File: config.mk
export PLATFORM = sky130hd
export DESIGN_NAME = encoder_speed_moving_average_core
export DESIGN_NICKNAME = d
export VERILOG_FILES = /design/src/esma_pkg.sv /design/src/esma_div.sv /design/src/esma_ctrl.sv /design/src/esma_datapath.sv /design/src/encoder_speed_moving_average_core.sv
export SDC_FILE = /design/constraint.sdc
export NUM_CORES = 1
export LEC_CHECK = 0
export BUFFER_PORTS_ARGS = -buffer_cell sky130_fd_sc_hd__buf_2
export CAP_MARGIN = 20
export CORE_ASPECT_RATIO = 1.4
export CORE_UTILIZATION = 45
export DETAILED_ROUTE_END_ITERATION = 10
export SETUP_SLACK_MARGIN = 0.2
export SYNTH_ARGS = -nofsm -noshare
export SYNTH_HDL_FRONTEND = slang
export SYNTH_HIERARCHICAL = 1
export SYNTH_SLANG_ARGS = --single-unit
File: constraint.sdc
create_clock -name i_clk -period 12.1 [get_ports i_clk]
set_input_delay 0.605 -clock i_clk [delete_from_list [all_inputs] [get_ports i_clk]]
set_output_delay 0.605 -clock i_clk [all_outputs]
set_load 0.005 [all_outputs]
File: src/esma_pkg.sv
`timescale 1ns / 1ps

package esma_pkg;

    localparam int POS_IN_W  = 12;
    localparam int POS_MAX_W = 16;
    localparam int PERIOD_W  = 20;
    localparam int SPEED_W   = 16;
    localparam int SCALE_W   = 32;

    // Degrees per revolution times tenths times microseconds per second.
    localparam logic [SCALE_W-1:0] SPEED_SCALE = 32'd3600000000;

    localparam logic [SPEED_W-1:0] SPEED_POS_MAX = 16'h7FFF;
    localparam logic [SPEED_W-1:0] SPEED_NEG_MIN = 16'h8000;

    typedef struct packed {
        logic capture;
        logic multiply;
        logic div_speed;
        logic update;
        logic div_mean;
        logic load_out;
    } t_dp_cmd;

    typedef struct packed {
        logic div_busy;
    } t_dp_status;

endpackage

File: src/esma_div.sv
`timescale 1ns / 1ps

module esma_div #(
    parameter int DVD_W = 44,
    parameter int DVS_W = 20,
    parameter int CNT_W = 6
) (
    input  logic             i_clk,
    input  logic             i_rst_n,
    input  logic             i_start,
    input  logic [DVD_W-1:0] i_dividend,
    input  logic [DVS_W-1:0] i_divisor,
    input  logic [CNT_W-1:0] i_steps,
    output logic             o_busy,
    output logic [DVD_W-1:0] o_quotient
);

    logic [DVD_W-1:0] r_quo;
    logic [DVS_W-1:0] r_rem;
    logic [DVS_W-1:0] r_dvs;
    logic [CNT_W-1:0] r_cnt;
    logic             r_busy;

    logic [DVS_W:0]   trial;
    logic             fits;
    logic [DVS_W:0]   diff;

    always_comb begin
        trial = {r_rem, r_quo[DVD_W-1]};
        fits  = (trial >= {1'b0, r_dvs});
        diff  = trial - {1'b0, r_dvs};
    end

    always_ff @(posedge i_clk) begin
        if (!i_rst_n) begin
            r_busy <= 1'b0;
            r_cnt  <= '0;
        end else if (i_start) begin
            r_busy <= 1'b1;
            r_cnt  <= i_steps;
        end else if (r_busy) begin
            r_cnt <= r_cnt - 1'b1;
            if (r_cnt == CNT_W'(1)) begin
                r_busy <= 1'b0;
            end
        end
    end

    always_ff @(posedge i_clk) begin
        if (i_start) begin
            r_quo <= i_dividend;
            r_rem <= '0;
            r_dvs <= i_divisor;
        end else if (r_busy) begin
            r_quo <= {r_quo[DVD_W-2:0], fits};
            r_rem <= fits ? diff[DVS_W-1:0] : trial[DVS_W-1:0];
        end
    end

    assign o_busy     = r_busy;
    assign o_quotient = r_quo;

endmodule

File: src/esma_ctrl.sv
`timescale 1ns / 1ps

module esma_ctrl (
    input  logic                i_clk,
    input  logic                i_rst_n,
    input  logic                i_in_valid,
    output logic                o_in_stall,
    output logic                o_out_valid,
    input  logic                i_out_stall,
    output esma_pkg::t_dp_cmd   o_cmd,
    input  esma_pkg::t_dp_status i_status
);

    typedef enum logic [2:0] {
        S_IDLE,
        S_MUL,
        S_DIV_SPD,
        S_WAIT_SPD,
        S_UPDATE,
        S_DIV_AVG,
        S_WAIT_AVG,
        S_HOLD
    } t_state;

    t_state r_state;
    t_state n_state;
    logic   r_out_valid;
    logic   n_out_valid;
    logic   out_free;

    assign out_free = !r_out_valid || !i_out_stall;

    always_comb begin
        o_cmd       = '0;
        n_state     = r_state;
        n_out_valid = r_out_valid && i_out_stall;
        unique case (r_state)
            S_IDLE: begin
                if (i_in_valid) begin
                    o_cmd.capture = 1'b1;
                    n_state       = S_MUL;
                end
            end
            S_MUL: begin
                o_cmd.multiply = 1'b1;
                n_state        = S_DIV_SPD;
            end
            S_DIV_SPD: begin
                o_cmd.div_speed = 1'b1;
                n_state         = S_WAIT_SPD;
            end
            S_WAIT_SPD: begin
                if (!i_status.div_busy) begin
                    n_state = S_UPDATE;
                end
            end
            S_UPDATE: begin
                o_cmd.update = 1'b1;
                n_state      = S_DIV_AVG;
            end
            S_DIV_AVG: begin
                o_cmd.div_mean = 1'b1;
                n_state        = S_WAIT_AVG;
            end
            S_WAIT_AVG: begin
                if (!i_status.div_busy) begin
                    n_state = S_HOLD;
                end
            end
            S_HOLD: begin
                if (out_free) begin
                    o_cmd.load_out = 1'b1;
                    n_out_valid    = 1'b1;
                    n_state        = S_IDLE;
                end
            end
            default: begin
                n_state = S_IDLE;
            end
        endcase
    end

    always_ff @(posedge i_clk) begin
        if (!i_rst_n) begin
            r_state     <= S_IDLE;
            r_out_valid <= 1'b0;
        end else begin
            r_state     <= n_state;
            r_out_valid <= n_out_valid;
        end
    end

    assign o_in_stall  = (r_state != S_IDLE);
    assign o_out_valid = r_out_valid;

endmodule

File: src/esma_datapath.sv
`timescale 1ns / 1ps

module esma_datapath #(
    parameter int AVG_LENGTH = 5,
    parameter int POS_BITS   = 12
) (
    input  logic                                i_clk,
    input  logic                                i_rst_n,
    input  esma_pkg::t_dp_cmd                   i_cmd,
    output esma_pkg::t_dp_status                o_status,
    input  logic [esma_pkg::POS_IN_W-1:0]       i_position,
    input  logic [esma_pkg::PERIOD_W-1:0]       i_period_us,
    output logic signed [esma_pkg::SPEED_W-1:0] o_avg_speed
);

    localparam int MAG_W  = POS_BITS + esma_pkg::SCALE_W;
    localparam int SUM_W  = esma_pkg::SPEED_W + $clog2(AVG_LENGTH);
    localparam int SLOT_W = (AVG_LENGTH > 1) ? $clog2(AVG_LENGTH) : 1;
    localparam int CNT_W  = $clog2(MAG_W + 1);
    localparam int SPD_W  = esma_pkg::SPEED_W;

    // The mean is the magnitude of the sum times a rounded-up reciprocal of the
    // history length, shifted right; the shift is wide enough to make it exact.
    localparam int MEAN_SH = SUM_W + $clog2(AVG_LENGTH);
    localparam int RCP_W   = MEAN_SH + 1;
    localparam int MPROD_W = SUM_W + RCP_W;
    localparam logic [RCP_W-1:0] MEAN_RCP =
        RCP_W'(((longint'(1) << MEAN_SH) + longint'(AVG_LENGTH) - longint'(1))
               / longint'(AVG_LENGTH));

    logic [POS_BITS-1:0]               r_last_pos;
    logic [POS_BITS-1:0]               r_delta_mag;
    logic                              r_delta_neg;
    logic [esma_pkg::PERIOD_W-1:0]     r_period;
    logic [MAG_W-1:0]                  r_product;
    logic signed [SPD_W-1:0]           r_hist [AVG_LENGTH];
    logic [SLOT_W-1:0]                 r_slot;
    logic signed [SUM_W-1:0]           r_sum;
    logic                              r_mean_neg;
    logic [MPROD_W-1:0]                r_mean_prod;
    logic signed [SPD_W-1:0]           r_avg;

    logic [esma_pkg::POS_MAX_W-1:0]    pos_wide;
    logic [POS_BITS-1:0]               pos;
    logic signed [POS_BITS:0]          diff;
    logic signed [POS_BITS:0]          delta;
    logic [POS_BITS:0]                 delta_neg_val;
    logic [MAG_W-1:0]                  n_product;

    logic                              div_start;
    logic [MAG_W-1:0]                  div_dividend;
    logic [esma_pkg::PERIOD_W-1:0]     div_divisor;
    logic [CNT_W-1:0]                  div_steps;
    logic                              div_busy;
    logic [MAG_W-1:0]                  div_quo;

    logic [MAG_W-POS_BITS-1:0]         spd_mag;
    logic signed [SPD_W-1:0]           speed;
    logic signed [SUM_W-1:0]           n_sum;
    logic [SUM_W-1:0]                  abs_sum;
    logic [MPROD_W-1:0]                n_mean_prod;
    logic [SPD_W-1:0]                  mean_mag;

    localparam logic signed [POS_BITS:0] HALF = (POS_BITS + 1)'(1 << (POS_BITS - 1));
    localparam logic signed [POS_BITS:0] REV  = (POS_BITS + 1)'(1 << POS_BITS);

    always_comb begin
        pos_wide      = esma_pkg::POS_MAX_W'(i_position);
        pos           = pos_wide[POS_BITS-1:0];
        diff          = $signed({1'b0, pos}) - $signed({1'b0, r_last_pos});
        if (diff > HALF) begin
            delta = diff - REV;
        end else if (diff < -HALF) begin
            delta = diff + REV;
        end else begin
            delta = diff;
        end
        delta_neg_val = -delta;
        n_product     = {{esma_pkg::SCALE_W{1'b0}}, r_delta_mag}
                      * {{POS_BITS{1'b0}}, esma_pkg::SPEED_SCALE};
    end

    always_comb begin
        spd_mag = div_quo[MAG_W-1:POS_BITS];
        if (!r_delta_neg) begin
            speed = (spd_mag > (MAG_W - POS_BITS)'(32767))
                  ? esma_pkg::SPEED_POS_MAX : spd_mag[SPD_W-1:0];
        end else begin
            speed = (spd_mag > (MAG_W - POS_BITS)'(32768))
                  ? esma_pkg::SPEED_NEG_MIN : -spd_mag[SPD_W-1:0];
        end
        n_sum       = r_sum - SUM_W'(r_hist[r_slot]) + SUM_W'(speed);
        abs_sum     = r_sum[SUM_W-1] ? -r_sum : r_sum;
        n_mean_prod = MPROD_W'(abs_sum) * MPROD_W'(MEAN_RCP);
        mean_mag    = r_mean_prod[MEAN_SH +: SPD_W];
    end

    always_comb begin
        div_start    = i_cmd.div_speed;
        div_dividend = r_product;
        div_divisor  = r_period;
        div_steps    = CNT_W'(MAG_W);
    end

    esma_div #(
        .DVD_W (MAG_W),
        .DVS_W (esma_pkg::PERIOD_W),
        .CNT_W (CNT_W)
    ) u_div (
        .i_clk      (i_clk),
        .i_rst_n    (i_rst_n),
        .i_start    (div_start),
        .i_dividend (div_dividend),
        .i_divisor  (div_divisor),
        .i_steps    (div_steps),
        .o_busy     (div_busy),
        .o_quotient (div_quo)
    );

    always_ff @(posedge i_clk) begin
        if (!i_rst_n) begin
            r_last_pos <= '0;
            r_slot     <= '0;
            r_sum      <= '0;
            for (int k = 0; k < AVG_LENGTH; k++) begin
                r_hist[k] <= '0;
            end
        end else begin
            if (i_cmd.capture) begin
                r_last_pos <= pos;
            end
            if (i_cmd.update) begin
                r_hist[r_slot] <= speed;
                r_sum          <= n_sum;
                if (r_slot == SLOT_W'(AVG_LENGTH - 1)) begin
                    r_slot <= '0;
                end else begin
                    r_slot <= r_slot + 1'b1;
                end
            end
        end
    end

    always_ff @(posedge i_clk) begin
        if (i_cmd.capture) begin
            r_delta_neg <= delta[POS_BITS];
            r_delta_mag <= delta[POS_BITS] ? delta_neg_val[POS_BITS-1:0]
                                           : delta[POS_BITS-1:0];
            r_period    <= (i_period_us == '0) ? esma_pkg::PERIOD_W'(1) : i_period_us;
        end
        if (i_cmd.multiply) begin
            r_product <= n_product;
        end
        if (i_cmd.div_mean) begin
            r_mean_neg  <= r_sum[SUM_W-1];
            r_mean_prod <= n_mean_prod;
        end
        if (i_cmd.load_out) begin
            r_avg <= r_mean_neg ? -mean_mag : mean_mag;
        end
    end

    assign o_status.div_busy = div_busy;
    assign o_avg_speed       = r_avg;

endmodule

File: src/encoder_speed_moving_average_core.sv
`timescale 1ns / 1ps

// Channel   Direction  Handshake                   Payload
// input     in         i_in_valid / o_in_stall     i_position, i_period_us
// output    out        o_out_valid / i_out_stall   o_avg_speed
//
// A word passes capture, multiplication, speed division, history update and the mean
// product to the output register; the next word is accepted the cycle after it loads.
// The speed division is done by the serial restoring divider, which produces one quotient
// bit per cycle; the mean over the history is a reciprocal multiplication.
// Reset is synchronous and clears the history, the running sum and the last position.
// A new word is accepted while the previous result waits under i_out_stall.

module encoder_speed_moving_average_core #(
    parameter int AVG_LENGTH = 5,
    parameter int POS_BITS   = 12
) (
    input  logic                                i_clk,
    input  logic                                i_rst_n,
    input  logic                                i_in_valid,
    output logic                                o_in_stall,
    input  logic [esma_pkg::POS_IN_W-1:0]       i_position,
    input  logic [esma_pkg::PERIOD_W-1:0]       i_period_us,
    output logic                                o_out_valid,
    input  logic                                i_out_stall,
    output logic signed [esma_pkg::SPEED_W-1:0] o_avg_speed
);

    esma_pkg::t_dp_cmd    cmd;
    esma_pkg::t_dp_status status;

    esma_ctrl u_ctrl (
        .i_clk       (i_clk),
        .i_rst_n     (i_rst_n),
        .i_in_valid  (i_in_valid),
        .o_in_stall  (o_in_stall),
        .o_out_valid (o_out_valid),
        .i_out_stall (i_out_stall),
        .o_cmd       (cmd),
        .i_status    (status)
    );

    esma_datapath #(
        .AVG_LENGTH (AVG_LENGTH),
        .POS_BITS   (POS_BITS)
    ) u_dp (
        .i_clk       (i_clk),
        .i_rst_n     (i_rst_n),
        .i_cmd       (cmd),
        .o_status    (status),
        .i_position  (i_position),
        .i_period_us (i_period_us),
        .o_avg_speed (o_avg_speed)
    );

endmodule

==> run metrics <==
status=complete, no violations; synth unique cells=103; CTS tree=done; maximum clock frequency=124.7 MHz; startpoint types=register; maximum fanout along the worst path=8; H-tree levels=2; post-synthesis instance area=27,640 sq um; Synth Instances=2,498; Starting Density=45.47%; 1st-iter DRT viols=858; DP HPWL=47,580 microns; CTS Hold Bufs=0; Buffers on Ports=53; antenna violations before repair=1; largest net degree at the start of global routing=83; synth warn=6; setup slack, reg-to-reg=4080 ps; crit end category=register; CP required=12,400 ps; period utilization=66.25%; IO Pins=54; Total Die Area=62,420 sq um; setup TNS=0 ps; CTS Buf Count=38; P&R area growth vs syn=9.159%; Slew headroom=31.58%; clk root buf=clkbuf_16; critical path arrival=8320 ps; reg2reg start=u_dp/r_sum[0]; slowest cell delay on critical path=700 ps; residual overflow from global routing=0; ant diodes=0; CTS sink cnt=360; slew at the pin with the worst max-slew slack=1019 ps; first-pass detailed-route iteration total=5; postcts setup bufs=0; Post-Route WL=60,360 microns; ys async rst share=0%; HP Class=in2reg; number of synthesized flops with an enable pin=292; vias in the first global route=18,990; Max Slew Vio Count=0; capture point of the worst path=u_dp/r_mean_prod[34]; FF+latch count, synth=360; layout cell share with drive strength beyond 1=10.24%; slowest cell on the critical path=or4_2; DRC viols=0; Vias=17,840; Crit path depth=26; DR vias/cell=5.257; Final ANT Viol Nets=0; Rows=107; nets@finish=3,082; Max Cap Violations=0; delay-heaviest family, CP=adder cells; reg-to-reg endpoint=u_dp/r_mean_prod[34]; syn_area_per_cell=11.06 sq um; Worst Setup SP=u_dp/r_sum[0]; drt wl/cell=17.78 microns; post-cts resize count=0; prevailing post-synth register cell=edfxtp_1; number of buffers and inverters on the critical path=5; Die W=211.4 microns; unrepaired setup endpoints after global routing=no; register area share after synthesis=36.65%; post-synth top area cell=edfxtp_1; clock transition at the registers of the reported paths=60 ps; critical path class=reg2reg; core area=60,780 sq um; die height=295.2 microns; final setup fails=0; top post-synthesis cells by area=edfxtp_1 32%, fa_1 14%, ha_1 13%, inv_1 5.8%, dfxtp_1 4.9%; R2R depth=26; Longest Clk Path Bufs=3; global-route wire length before repair=97,280 microns; minimum clock period=8017 ps; GRT Util Overall=19.99%; worst clock skew=22.11 ps; Clock Latency Late Sink=560 ps; Final Hold Vio Count=0; share of the synthesized area in the top cell type=31.73%; final RePlAce weighted congestion=0.8985
worst min path at each step:
stage                               from                   end  slack, ps  depth (start not counted)
CTS                      i_period_us[16]  u_dp/div_divisor[16]        190                          1
global route             i_period_us[16]  u_dp/div_divisor[16]        210                          1
finish                   i_period_us[16]  u_dp/div_divisor[16]        230                          1
global placement     u_dp/div_divisor[9]   u_dp/u_div/r_dvs[9]        400                          0
detailed placement  u_dp/div_divisor[10]  u_dp/u_div/r_dvs[10]        400                          0
floorplan            u_dp/div_divisor[0]   u_dp/u_div/r_dvs[0]        400                          0
cell type report:
type / count / area [sq um]
Fill cell: 5557 / 30610
Multi-Input combinational cell: 1652 / 15700
Sequential cell: 360 / 10130
Inverter: 426 / 1599
Tap cell: 817 / 1022
Clock buffer: 40 / 958.4
Timing Repair Buffer: 70 / 427.9
Clock inverter: 29 / 330.3
placed cells by master (no fill, tap or decap), types with 31 or more instances in the layout:
cell       count
inv_1        425
ha_1         298
edfxtp_1     292
fa_1         200
nor2_1       173
nand2_1      112
xnor2_1       97
o21ai_0       93
a21oi_1       86
dfxtp_1       67
mux2_2        59
buf_2         53
a21o_1        42
clkbuf_16     38
nand3_1       35
mux4_2        32
xor2_1        31
kinds of logic after synthesis:
family                   count (synthesis)  share of synthesized area, %
buffers and inverters                  501                         6.945
XOR/XNOR                               130                         4.174
AO/OA/AOI/OAI                          384                         9.259
AND/OR/NAND/NOR                        502                         8.865
multiplexers                           121                         6.098
flip-flops                             360                         36.65
other                                    2                       0.02717
adder cells (fa/ha/maj)                498                         27.98
state kept, by name, summed over array words and instances, names as in the netlist, named ones only:
| signal | cells |
|---|---|
| u_dp/o_avg_speed | 16 |
| u_dp/u_div/r_dvs | 20 |
| u_ctrl/r_state | 3 |
| u_dp/r_hist | 128 |
| u_dp/u_div/r_rem | 20 |
| u_dp/u_div/r_cnt | 6 |
| u_dp/r_mean_neg | 1 |
| u_dp/r_mean_prod | 16 |
| u_dp/r_delta_mag | 12 |
| u_dp/r_sum | 19 |
| u_dp/u_div/o_quotient | 44 |
| u_ctrl/o_out_valid | 1 |
| u_dp/div_dividend | 34 |
| u_dp/r_last_pos | 12 |
| u_dp/u_div/o_busy | 1 |
| u_dp/r_slot | 3 |
| u_dp/div_divisor | 20 |
| u_dp/r_delta_neg | 1 |
metrics by stage:
step | instances | util [%] | area (sq um) | hold WS, ps | setup WS (ps)
CTS | 3391 | 49.54 | 30110 | 194.8 | 4012
global placement | 3322 | 47.42 | 28820 | 403.0 | 4089
finish | 3394 | 49.63 | 30170 | 231.7 | 4083
global route | 3394 | 49.63 | 30170 | 206.1 | 3563
detailed placement | 3322 | 47.42 | 28820 | 404.5 | 4045
floorplan | 2513 | - | 27690 | 400.3 | 4609
synth_stat cells, types with 6 or more instances:
cell type,count
a211oi_1,10
a21boi_0,8
a21o_1,42
a21oi_1,87
a31oi_1,14
and2_1,16
and3_1,14
buf_1,7
clkbuf_1,59
dfxtp_1,68
edfxtp_1,292
fa_1,200
ha_1,298
inv_1,425
mux2_2,59
mux2i_1,30
mux4_2,32
nand2_1,112
nand2b_1,26
nand3_1,35
nand3b_1,6
nand4_1,14
nor2_1,174
nor2b_1,28
nor3_1,23
nor4_1,13
o211ai_1,14
o21a_1,12
o21ai_0,93
o21ai_1,9
o21bai_1,11
o311ai_0,6
o31ai_1,19
or3_1,6
xnor2_1,97
xor2_1,31
metal layers:
metal	vias up	wire [microns]	global-route usage [%]
met3	110	1700	2.231
met1	8791	22430	20.99
li1	8655	-	-
met2	286	33770	39.31
met4	0	2460	8.908
met5	-	0	0
Power is left out: the tool's default activity adds up to more than one toggle a clock period on the data nets, which glitch-free logic cannot reach.
